[config.mk]
export PLATFORM = sky130hd
export DESIGN_NAME = ps2_mouse_packet_tracker_top
export DESIGN_NICKNAME = d
export VERILOG_FILES = /design/src/hw/rtl/ps2mt_pkg.sv /design/src/hw/rtl/ps2_mouse_packet_tracker_top.sv /design/src/hw/rtl/ps2mt_in_stage.sv /design/src/hw/rtl/ps2mt_tracker.sv /design/src/hw/rtl/ps2mt_out_stage.sv
export SDC_FILE = /design/constraint.sdc
export NUM_CORES = 1
export LEC_CHECK = 0
export BUFFER_PORTS_ARGS = -buffer_cell sky130_fd_sc_hd__buf_2
export CAP_MARGIN = 10
export CORE_ASPECT_RATIO = 0.7
export CORE_MARGIN = 2
export CORE_UTILIZATION = 60
export CTS_CLUSTER_DIAMETER = 150
export DETAILED_ROUTE_END_ITERATION = 8
export GPL_TIMING_DRIVEN = 0
export PLACE_DENSITY = 0.81
export SLEW_MARGIN = 5
export SYNTH_ARGS = -nofsm -noshare
export SYNTH_HDL_FRONTEND = slang
export SYNTH_SLANG_ARGS = --single-unit
[constraint.sdc]
create_clock -name clk_i -period 5.6 [get_ports clk_i]
set_input_delay 0.56 -clock clk_i [delete_from_list [all_inputs] [get_ports clk_i]]
set_output_delay 0.56 -clock clk_i [all_outputs]
set_load 0.02 [all_outputs]
[src/hw/rtl/ps2mt_pkg.sv]
// Shared types and constants for the PS/2 mouse packet tracker.
`default_nettype none

package ps2mt_pkg;

  // Input item as it sits in the input register
  typedef struct packed {
    logic [7:0] data_byte;
    logic       from_aux;
  } ps2mt_item_t;

  // Configuration register indexes
  localparam int unsigned CFG_IDX_W = 2;
  localparam logic [CFG_IDX_W-1:0] REG_SCREEN_WIDTH  = 2'd0;
  localparam logic [CFG_IDX_W-1:0] REG_SCREEN_HEIGHT = 2'd1;

  localparam int unsigned SCREEN_W = 13;
  localparam logic [SCREEN_W-1:0] SCREEN_WIDTH_RST  = 13'd640;
  localparam logic [SCREEN_W-1:0] SCREEN_HEIGHT_RST = 13'd400;

  // Header byte layout
  localparam int unsigned SYNC_BIT   = 3;
  localparam int unsigned X_SIGN_BIT = 4;
  localparam int unsigned Y_SIGN_BIT = 5;
  localparam int unsigned BUTTON_W   = 3;

  // Packet phase codes
  localparam logic [1:0] PH_HDR = 2'd0;
  localparam logic [1:0] PH_X   = 2'd1;
  localparam logic [1:0] PH_Y   = 2'd2;

endpackage

`default_nettype wire

[src/hw/rtl/ps2_mouse_packet_tracker_top.sv]
// The result of a packet's third byte reaches m_axis via the input and output registers.
// Throughput: one byte per cycle unless stalled; the input register feeds the tracker.
// The input stalls only while a finished result waits in the output register.
// Reset (rst_ni low, async): phase idle, cursor at 0,0, screen 640 by 400, stages empty.
// Config writes are taken in any cycle; cfg_ready_o is always high.
`default_nettype none

module ps2_mouse_packet_tracker_top #(
  parameter int unsigned COORD_BITS = 12
) (
  input  wire                                  clk_i,
  input  wire                                  rst_ni,
  input  wire                                  s_axis_tvalid,
  output logic                                 s_axis_tready,
  input  wire  [7:0]                           s_axis_tdata,  // data_byte
  input  wire                                  s_axis_tuser,  // from_aux
  output logic                                 m_axis_tvalid,
  input  wire                                  m_axis_tready,
  // pos_x, pos_y, button_bits, then zero fill
  output logic [((2*COORD_BITS+ps2mt_pkg::BUTTON_W+7)/8)*8-1:0] m_axis_tdata,
  input  wire                                  cfg_valid_i,
  output logic                                 cfg_ready_o,
  input  wire  [ps2mt_pkg::CFG_IDX_W-1:0]      cfg_index_i,
  input  wire  [ps2mt_pkg::SCREEN_W-1:0]       cfg_data_i
);
  import ps2mt_pkg::*;

  localparam int unsigned RES_W  = 2*COORD_BITS + BUTTON_W;
  localparam int unsigned TDATA_W = ((RES_W + 7) / 8) * 8;

  ps2mt_item_t in_item, cur_item;
  logic        cur_valid, drain, res_valid, out_ready, out_load;
  logic [RES_W-1:0] res_data, out_data;

  assign in_item.data_byte = s_axis_tdata;
  assign in_item.from_aux  = s_axis_tuser;

  // The held byte moves on unless it finishes a packet and the output is full and stalled
  assign drain    = cur_valid && (!res_valid || out_ready);
  assign out_load = res_valid && out_ready;
  assign cfg_ready_o = 1'b1;

  ps2mt_in_stage u_in (
    .clk_i   (clk_i),
    .rst_ni  (rst_ni),
    .valid_i (s_axis_tvalid),
    .ready_o (s_axis_tready),
    .item_i  (in_item),
    .drain_i (drain),
    .valid_o (cur_valid),
    .item_o  (cur_item)
  );

  ps2mt_tracker #(.COORD_BITS(COORD_BITS)) u_trk (
    .clk_i        (clk_i),
    .rst_ni       (rst_ni),
    .cfg_we_i     (cfg_valid_i),
    .cfg_index_i  (cfg_index_i),
    .cfg_data_i   (cfg_data_i),
    .item_valid_i (cur_valid),
    .item_i       (cur_item),
    .step_i       (drain),
    .res_valid_o  (res_valid),
    .res_data_o   (res_data)
  );

  ps2mt_out_stage #(.DATA_W(RES_W)) u_out (
    .clk_i   (clk_i),
    .rst_ni  (rst_ni),
    .load_i  (out_load),
    .data_i  (res_data),
    .ready_o (out_ready),
    .valid_o (m_axis_tvalid),
    .ready_i (m_axis_tready),
    .data_o  (out_data)
  );

  assign m_axis_tdata = TDATA_W'(out_data);

endmodule

`default_nettype wire

[src/hw/rtl/ps2mt_in_stage.sv]
// Input register stage: holds one accepted byte until the tracker consumes it.
`default_nettype none

module ps2mt_in_stage (
  input  wire                   clk_i,
  input  wire                   rst_ni,
  input  wire                   valid_i,
  output logic                  ready_o,
  input  ps2mt_pkg::ps2mt_item_t item_i,
  input  wire                   drain_i,
  output logic                  valid_o,
  output ps2mt_pkg::ps2mt_item_t item_o
);
  import ps2mt_pkg::*;

  logic        valid_q, valid_d;
  ps2mt_item_t item_q;
  logic        load;

  assign ready_o = !valid_q || drain_i;
  assign load    = valid_i && ready_o;

  always_comb begin
    valid_d = valid_q;
    if (load) begin
      valid_d = 1'b1;
    end else if (drain_i) begin
      valid_d = 1'b0;
    end
  end

  always_ff @(posedge clk_i or negedge rst_ni) begin
    if (!rst_ni) begin
      valid_q <= 1'b0;
    end else begin
      valid_q <= valid_d;
    end
  end

  always_ff @(posedge clk_i) begin
    if (load) begin
      item_q <= item_i;
    end
  end

  assign valid_o = valid_q;
  assign item_o  = item_q;

endmodule

`default_nettype wire

[src/hw/rtl/ps2mt_tracker.sv]
// Packet assembly, cursor update and clamping, plus the screen size registers.
`default_nettype none

module ps2mt_tracker #(
  parameter int unsigned COORD_BITS = 12
) (
  input  wire                              clk_i,
  input  wire                              rst_ni,
  input  wire                              cfg_we_i,
  input  wire [ps2mt_pkg::CFG_IDX_W-1:0]   cfg_index_i,
  input  wire [ps2mt_pkg::SCREEN_W-1:0]    cfg_data_i,
  input  wire                              item_valid_i,
  input  ps2mt_pkg::ps2mt_item_t           item_i,
  input  wire                              step_i,
  output logic                             res_valid_o,
  output logic [2*COORD_BITS+ps2mt_pkg::BUTTON_W-1:0] res_data_o
);
  import ps2mt_pkg::*;

  localparam int unsigned EW = (COORD_BITS + 2 > 14) ? COORD_BITS + 2 : 14;
  localparam logic [EW-1:0] TOP = EW'(1) << COORD_BITS;

  logic [1:0]            phase_q, phase_d;
  logic [7:0]            header_q, xbyte_q;
  logic [COORD_BITS-1:0] cursor_x_q, cursor_y_q, cursor_x_d, cursor_y_d;
  logic [SCREEN_W-1:0]   width_q, height_q;

  logic [EW-1:0] max_x, max_y, nx, ny, dx, dy;
  logic          is_y_byte;

  function automatic logic [EW-1:0] max_coord(logic [SCREEN_W-1:0] lim);
    logic [EW-1:0] ext;
    ext = EW'(lim);
    if (lim == '0) begin
      max_coord = '0;
    end else if (ext > TOP) begin
      max_coord = TOP - EW'(1);
    end else begin
      max_coord = ext - EW'(1);
    end
  endfunction

  function automatic logic [COORD_BITS-1:0] clamp(logic [EW-1:0] v, logic [EW-1:0] mx);
    logic [EW-1:0] r;
    if (v[EW-1]) begin
      r = '0;
    end else if (v > mx) begin
      r = mx;
    end else begin
      r = v;
    end
    clamp = r[COORD_BITS-1:0];
  endfunction

  assign max_x = max_coord(width_q);
  assign max_y = max_coord(height_q);

  // 9-bit motion: sign comes from the header, low eight bits from the data byte
  assign dx = {{(EW-8){header_q[X_SIGN_BIT]}}, xbyte_q};
  assign dy = {{(EW-8){header_q[Y_SIGN_BIT]}}, item_i.data_byte};
  assign nx = EW'(cursor_x_q) + dx;
  assign ny = EW'(cursor_y_q) - dy;

  assign is_y_byte  = item_i.from_aux && (phase_q == PH_Y);
  assign cursor_x_d = clamp(nx, max_x);
  assign cursor_y_d = clamp(ny, max_y);

  assign res_valid_o = item_valid_i && is_y_byte;
  assign res_data_o  = {header_q[BUTTON_W-1:0], cursor_y_d, cursor_x_d};

  always_comb begin
    case (phase_q)
      PH_X:    phase_d = PH_Y;
      PH_Y:    phase_d = PH_HDR;
      default: phase_d = item_i.data_byte[SYNC_BIT] ? PH_X : PH_HDR;
    endcase
  end

  always_ff @(posedge clk_i or negedge rst_ni) begin
    if (!rst_ni) begin
      phase_q    <= PH_HDR;
      header_q   <= '0;
      xbyte_q    <= '0;
      cursor_x_q <= '0;
      cursor_y_q <= '0;
      width_q    <= SCREEN_WIDTH_RST;
      height_q   <= SCREEN_HEIGHT_RST;
    end else begin
      if (cfg_we_i) begin
        case (cfg_index_i)
          REG_SCREEN_WIDTH:  width_q  <= cfg_data_i;
          REG_SCREEN_HEIGHT: height_q <= cfg_data_i;
          default: ;
        endcase
      end
      if (step_i && item_i.from_aux) begin
        phase_q <= phase_d;
        case (phase_q)
          PH_X: xbyte_q <= item_i.data_byte;
          PH_Y: begin
            cursor_x_q <= cursor_x_d;
            cursor_y_q <= cursor_y_d;
          end
          default: header_q <= item_i.data_byte;
        endcase
      end
    end
  end

endmodule

`default_nettype wire

[src/hw/rtl/ps2mt_out_stage.sv]
// Output register: holds one result item until the sink takes it.
`default_nettype none

module ps2mt_out_stage #(
  parameter int unsigned DATA_W = 27
) (
  input  wire               clk_i,
  input  wire               rst_ni,
  input  wire               load_i,
  input  wire  [DATA_W-1:0] data_i,
  output logic              ready_o,
  output logic              valid_o,
  input  wire               ready_i,
  output logic [DATA_W-1:0] data_o
);

  logic              valid_q, valid_d;
  logic [DATA_W-1:0] data_q;

  assign ready_o = !valid_q || ready_i;

  always_comb begin
    valid_d = valid_q;
    if (load_i) begin
      valid_d = 1'b1;
    end else if (ready_i) begin
      valid_d = 1'b0;
    end
  end

  always_ff @(posedge clk_i or negedge rst_ni) begin
    if (!rst_ni) begin
      valid_q <= 1'b0;
    end else begin
      valid_q <= valid_d;
    end
  end

  always_ff @(posedge clk_i) begin
    if (load_i) begin
      data_q <= data_i;
    end
  end

  assign valid_o = valid_q;
  assign data_o  = data_q;

endmodule

`default_nettype wire

==> results.cfg, run 1 <==
[cells_and_area]
drive_gt1_share_pct = 18.13
final_nets = 858
syn2layout_area_growth_pct = 12.20
num-fill-cells = 797
antenna_cells = 0

[global_route]
grt_pass1_vias = 5421
grt_overflow = 0
gr-usage-all-layers_pct = 28.81
grt_pass1_wl_mm = 26.97
antenna_found_initial = 0
grt_start_max_net_pins = 68

[timing]
post-route-period-util_pct = 90.99
grt_setup_unrepaired = no
finalCriticalPeriod_ps = 5095
setup_tns_ps = 0
setup_viol = 0
hold_viol_final = 0
final_max_slew_viol_count = 0
relSlewSlack_pct = 41.23
max_freq_ghz = 0.1963
tightest_slew_ps = 879.6
clock_skew_ps = 8.412

[setup_path]
reg2regPathDepth = 15
reg2reg_to = u_out.data_o[6]
start_kind = flop
worst_ep_arrival_time_ps = 5190
reg2reg_from = u_trk.width_q[0]
worstSetupPathType = flop to flop
path_max_fanout = 10
required_ps = 5690
endpoint_kind = flop
reg2reg_slack_ps = 500

[clocking]
htreeDepth = 3
cts.sinks = 103
cts_setup_buffers = 0
holdBufCountCts = 0
ctsLongestPathBuffers = 2
cts_resized = 0
clk_latency_ps = 360
root_buffer = clkbuf_16
clkTransAtPathRegs_ps = 70
cts_buffers = 9
cts_tree = yes

[floorplanning]
core_area_um2 = 11010
die_h_um = 92.85
die_x_um = 130.9
dieArea_um2 = 12160
rows = 32
num_io_pins = 64
start_util_pct = 61.45

[detailed_routing]
via_count = 5597
vias_per_cell = 6.051
drt_iter0_drc = 353
ant_nets = 0
dr.pass1.iters = 4
wl_per_cell_um = 17.92
drc = 0
drt-total-wl_mm = 16.57

[synthesis]
synthArstFlopShare_pct = 65.05
synth.distinct_cells = 67
ys.flop_type = dfrtp_1
syn_area_um2 = 6766
yosysWarningCount = 0
netlist_instances = 694
synth_seq_area_share_pct = 40.85
synth.avg_cell_area_um2 = 9.750
synth_edf_count = 36
synth.ff_latch_count = 103

[placed_design]
dp_hpwl_mm = 12.44
io_buffers = 57
routabilityCongestion = 1.003

[status]
status = completed

[job]
cap_violations = 0

[min_path]
hold_class = primary input to async pin
how the worst max path moves through the flow:
stage                 startpoint          endpoint  slack, ps
2_1_floorplan  u_trk.header_q[5]  u_out.data_o[22]       1540
3_3_place_gp   u_trk.header_q[5]  u_out.data_o[20]        810
3_5_place_dp   u_trk.header_q[5]  u_out.data_o[21]        650
4_1_cts         u_trk.width_q[0]   u_out.data_o[6]        630
5_1_grt        u_trk.header_q[5]  u_out.data_o[16]        170
6_report        u_trk.width_q[0]   u_out.data_o[6]        500
stage by stage:
step	cells	setup slack (ps)	cell area [um^2]	util (%)	hold slack (ps)
floorplan	698	1539	6782	-	264.4
global placement	908	806.3	7258	65.92	429.6
detailed placement	908	651.1	7261	65.94	434.3
CTS	924	633.9	7565	68.70	344.4
global route	925	173.6	7592	68.95	374.2
finish	925	504.7	7592	68.95	288.5
cell families after synthesis:
group / Yosys count / share of synthesized area, %
simple gates: 214 / 15.46
compound gates: 153 / 14.65
flops: 103 / 40.85
buf+inv: 76 / 4.586
fa+ha+maj: 63 / 11.85
mux: 53 / 8.617
xor+xnor: 30 / 3.883
other cells: 2 / 0.1110
flip-flops by register name, indices dropped and copies added, names as in the netlist:
| register | flops |
|---|---|
| u_trk.cursor_x_q | 12 |
| u_in.item_o | 9 |
| u_out.data_o | 27 |
| u_trk.header_q | 5 |
| u_trk.cursor_y_q | 12 |
| u_trk.xbyte_q | 8 |
| u_trk.height_q | 13 |
| u_in.valid_o | 1 |
| u_trk.width_q | 13 |
| u_trk.phase_q | 2 |
| u_out.valid_o | 1 |
synth_stat cells (10+ instances only):
cell | count | share of area (%)
o31ai_1 | 14 | 1.6
o21ai_1 | 15 | 1.1
clkbuf_1 | 15 | 0.83
nand2_1 | 55 | 3.1
dfrtp_1 | 62 | 23
mux2i_1 | 11 | 1.6
xnor2_1 | 26 | 3.4
edfxtp_1 | 36 | 16
nor3_1 | 21 | 1.6
ha_1 | 60 | 11
mux2_2 | 42 | 7.0
o21ai_0 | 33 | 2.4
o21a_1 | 12 | 1.3
nand3_1 | 15 | 1.1
a21oi_1 | 25 | 1.8
a21o_1 | 10 | 1.1
inv_1 | 52 | 2.9
nor2_1 | 67 | 3.7
cell usage in the layout (no fill, tap or decap), drive strengths merged, types with 3 or more instances in the layout:
master	n
nor2	67
buf	67
dfrtp	62
ha	60
nand2	56
inv	55
o21ai	48
mux2	42
edfxtp	36
xnor2	26
a21oi	26
clkbuf	25
nor3	23
nand3	15
o31ai	14
o21a	12
mux2i	11
a21o	10
nand3b	8
nor4	8
a211oi	6
nand4	6
conb	6
a31oi	5
o21bai	5
dfstp	5
o211ai	4
nor2b	4
and2	4
or3	4
xor2	4
nand2b	4
o22ai	3
nor3b	3
or4	3
and3	3
layout make-up:
type	count	area (um^2)	share of cell area (%)
plain buffers	24	115.1	1.516
flip-flops and latches	103	2764	36.40
well taps	153	191.4	2.521
inverters	52	195.2	2.571
clock buffers	10	229.0	3.016
clock inverters	6	75.07	0.9888
multi-input cells	519	3707	48.83
repair buffers	58	315.3	4.153
critical path: stages (launching register included):
cell and delay [ps]:
dfrtp_1 410, inv_1 180, ha_1 290, or3b_2 550, nor4_4 560, nand2_2 130
a221oi_2 420, ha_1 330, a211oi_1 320, nor2_1 100, o31ai_1 230, o311a_1 390
or2_1 200, buf_2 250, mux2i_1 400, nor2_1 70
routing by layer:
metal,wire length [um],up-vias,global-route usage (%),share of wire [%]
met4,189,0,6.206,1.1
met3,1506,20,6.932,9.1
met2,7308,275,44.66,44
met1,7569,2660,41.28,46
met5,0,-,0,0
li1,-,2642,-,-
Power of run 1 is not shown: default switching activity piles up to over one toggle a cycle in this logic, so the estimate is an artifact.
==> run 2, diff against run 1 <==
Settings changed: ABC_AREA from default to 1, CTS_BUF_LIST from default to sky130_fd_sc_hd__clkbuf_8, PLACE_DENSITY 0.81 to 0.8.
==> run 2 against run 1 <==
  * Synthesized cell count up 48%
  * Via count up 18%
  * Flip-flop and latch count unchanged
  * First-iteration DRC count up 62%
  * Clock-buffer cell count down 1
  * Critical path type unchanged
==> results.cfg, run 2 <==
[clocking]
holdBufCountCts = 0
cts_resized = 0
clkTransAtPathRegs_ps = 100
cts_setup_buffers = 0
root_buffer = clkbuf_8
htreeDepth = 3
ctsLongestPathBuffers = 2
clk_latency_ps = 390
cts.sinks = 103
cts_tree = yes
cts_buffers = 9

[floorplanning]
core_area_um2 = 12340
dieArea_um2 = 13470
start_util_pct = 61.01
num_io_pins = 64
die_x_um = 137.9
die_h_um = 97.71
rows = 34

[synthesis]
synth.top_cell.area_share_pct = 20.61
netlist_instances = 1025
synth.ff_latch_count = 103
synth.avg_cell_area_um2 = 7.344
ys.flop_type = dfrtp_1
yosysWarningCount = 0
syn_area_um2 = 7527
yosysTopAreaCell = dfrtp_1
synth_most_common_cell = nand2_1
synthTopCellsByArea = dfrtp_1, nand2_1, edfxtp_1
synth_edf_count = 36
synthArstFlopShare_pct = 65.05
ys_top_cells_by_count = nand2_1, inv_1, nor2_1, dfrtp_1, ha_1
synth_seq_area_share_pct = 36.72
synth.distinct_cells = 40

[job]
cap_violations = 0

[timing]
setup_viol = 0
tightest_slew_ps = 844.9
finalCriticalPeriod_ps = 3751
setup_slack_ps = 1849
clock_skew_ps = 10.94
final_max_slew_viol_count = 0
max_freq_ghz = 0.2666
post-route-period-util_pct = 66.99
grt_setup_unrepaired = no
hold_viol_final = 0
setup_tns_ps = 0
relSlewSlack_pct = 43.67

[cells_and_area]
antenna_cells = 0
multiInputGateArea_um2 = 4023
ff_latch_area_um2 = 2764
drive_gt1_share_pct = 14.90
num-fill-cells = 1104
final_common_cell = nand2_1
final_cell_mix = nand2_1, inv_1, nor2_1
final_nets = 1188
largest_reg_flops = 27
syn2layout_area_growth_pct = 9.425

[pwr]
power.internal_mw = 2.464
seq_power_share_pct = 23.4
p_clk_share_pct = 9.9
p_sw_mw = 2.631
p_sw_share_pct = 51.64
p_per_area_nw_per_um2 = 618.6
combPwrFrac_pct = 66.7
vdd_ir_drop_max_uv = 229.7
leakagePower_nw = 4.523

[setup_path]
required_ps = 5750
worstSetupPathType = flop to flop
worst_ep_arrival_time_ps = 3900
reg2regPathDepth = 22
start_kind = flop
path_max_fanout = 10
endpoint_kind = flop

[global_route]
gr-usage-all-layers_pct = 27.86
antenna_found_initial = 0
grt_start_max_net_pins = 68
grt_pass1_wl_mm = 29.23
grt_overflow = 0
grt_pass1_vias = 6107

[placed_design]
dp_slack_ps = 1918
dp_hpwl_mm = 13.72
routabilityCongestion = 0.8615
io_buffers = 57

[detailed_routing]
ant_nets = 0
via_count = 6608
drt-total-wl_mm = 17.44
drt_iter0_drc = 571
vias_per_cell = 5.232
drc = 0
wl_per_cell_um = 13.81
dr.pass1.iters = 5

[min_path]
hold_class = primary input to async pin

[status]
status = completed
run 2: final cells by class:
| type | instances | area share (%) |
|---|---|---|
| tap | 162 | 2.461 |
| sequential | 103 | 33.56 |
| buffer | 26 | 2.218 |
| multi-input combinational | 748 | 48.84 |
| clock buffer | 9 | 1.504 |
| inverter | 152 | 6.957 |
| timing repair buffer | 57 | 3.494 |
| clock inverter | 6 | 0.9722 |
run 2: layer usage:
layer,global-route usage (%),wire length [um]
met1,43.50,8899
met2,40.48,7242
met3,4.278,1014
met5,0,0
met4,6.907,281
run 2: path summary, 6_finish.rpt:
kind                                        end               from  slack (ps)
min                           u_trk.width_q[12]             rst_ni         260
max in group asynchronous  u_trk.cursor_y_q[10]             rst_ni        4780
max                            u_out.data_o[18]  u_trk.header_q[5]        1850
max reg2reg                    u_out.data_o[18]  u_trk.header_q[5]        1850
min reg2reg                    u_out.data_o[24]  u_trk.header_q[0]         470
min in group clk_i               u_in.item_o[6]    s_axis_tdata[5]         350
run 2: power by group through the flow:
stage                     logic (mW)  clock network [mW]  registers [mW]
after CTS                       3.35               0.514            1.19
after global placement          3.23                   0            1.20
after detailed placement        3.32                   0            1.20
after global routing            3.85               0.541            1.22
final                           3.40               0.504            1.19
after floorplan                 2.57                   0            1.18
run 2: through the flow:
| step | hold slack, ps | power, mW | cells | utilization [%] | cell area, um^2 |
|---|---|---|---|---|---|
| 2_1_floorplan | 264.4 | 3.753 | 1029 | - | 7542 |
| 3_3_place_gp | 430.9 | 4.426 | 1248 | 65.09 | 8030 |
| 3_5_place_dp | 447.6 | 4.525 | 1248 | 65.11 | 8033 |
| 4_1_cts | 291.1 | 5.055 | 1263 | 66.76 | 8237 |
| 5_1_grt | 318.6 | 5.605 | 1263 | 66.76 | 8237 |
| 6_report | 260.3 | 5.095 | 1263 | 66.76 | 8237 |
run 2: cell families (layout without fill, tap and decap cells):
family | Yosys count | in the layout | synth area share [%]
xor gates and xnor gates | 19 | 19 | 2.211
other | 2 | 6 | 0.09977
AOI/OAI and AO/OA | 73 | 73 | 5.253
and+or+nand+nor | 588 | 588 | 35.17
DFF | 103 | 103 | 36.72
adders and majority gates | 62 | 62 | 10.51
buffers and inverters | 178 | 250 | 10.04
run 2: worst max-delay path: stages, from the launching register on:
cell	delay [ps]
dfrtp_1	410
inv_1	230
ha_1	340
nand2_1	130
inv_1	50
nand2_1	60
nand2_1	60
a21oi_1	190
nand3_1	150
nand2_4	150
inv_4	70
buf_12	160
ha_1	300
nand2_1	70
nor2_1	170
nand2_1	110
nor2_1	150
inv_1	70
nand2_1	100
buf_2	250
nand2_1	110
nand2_1	150
nor2_4	40
Note: power is estimated with default switching activity, not from simulation.
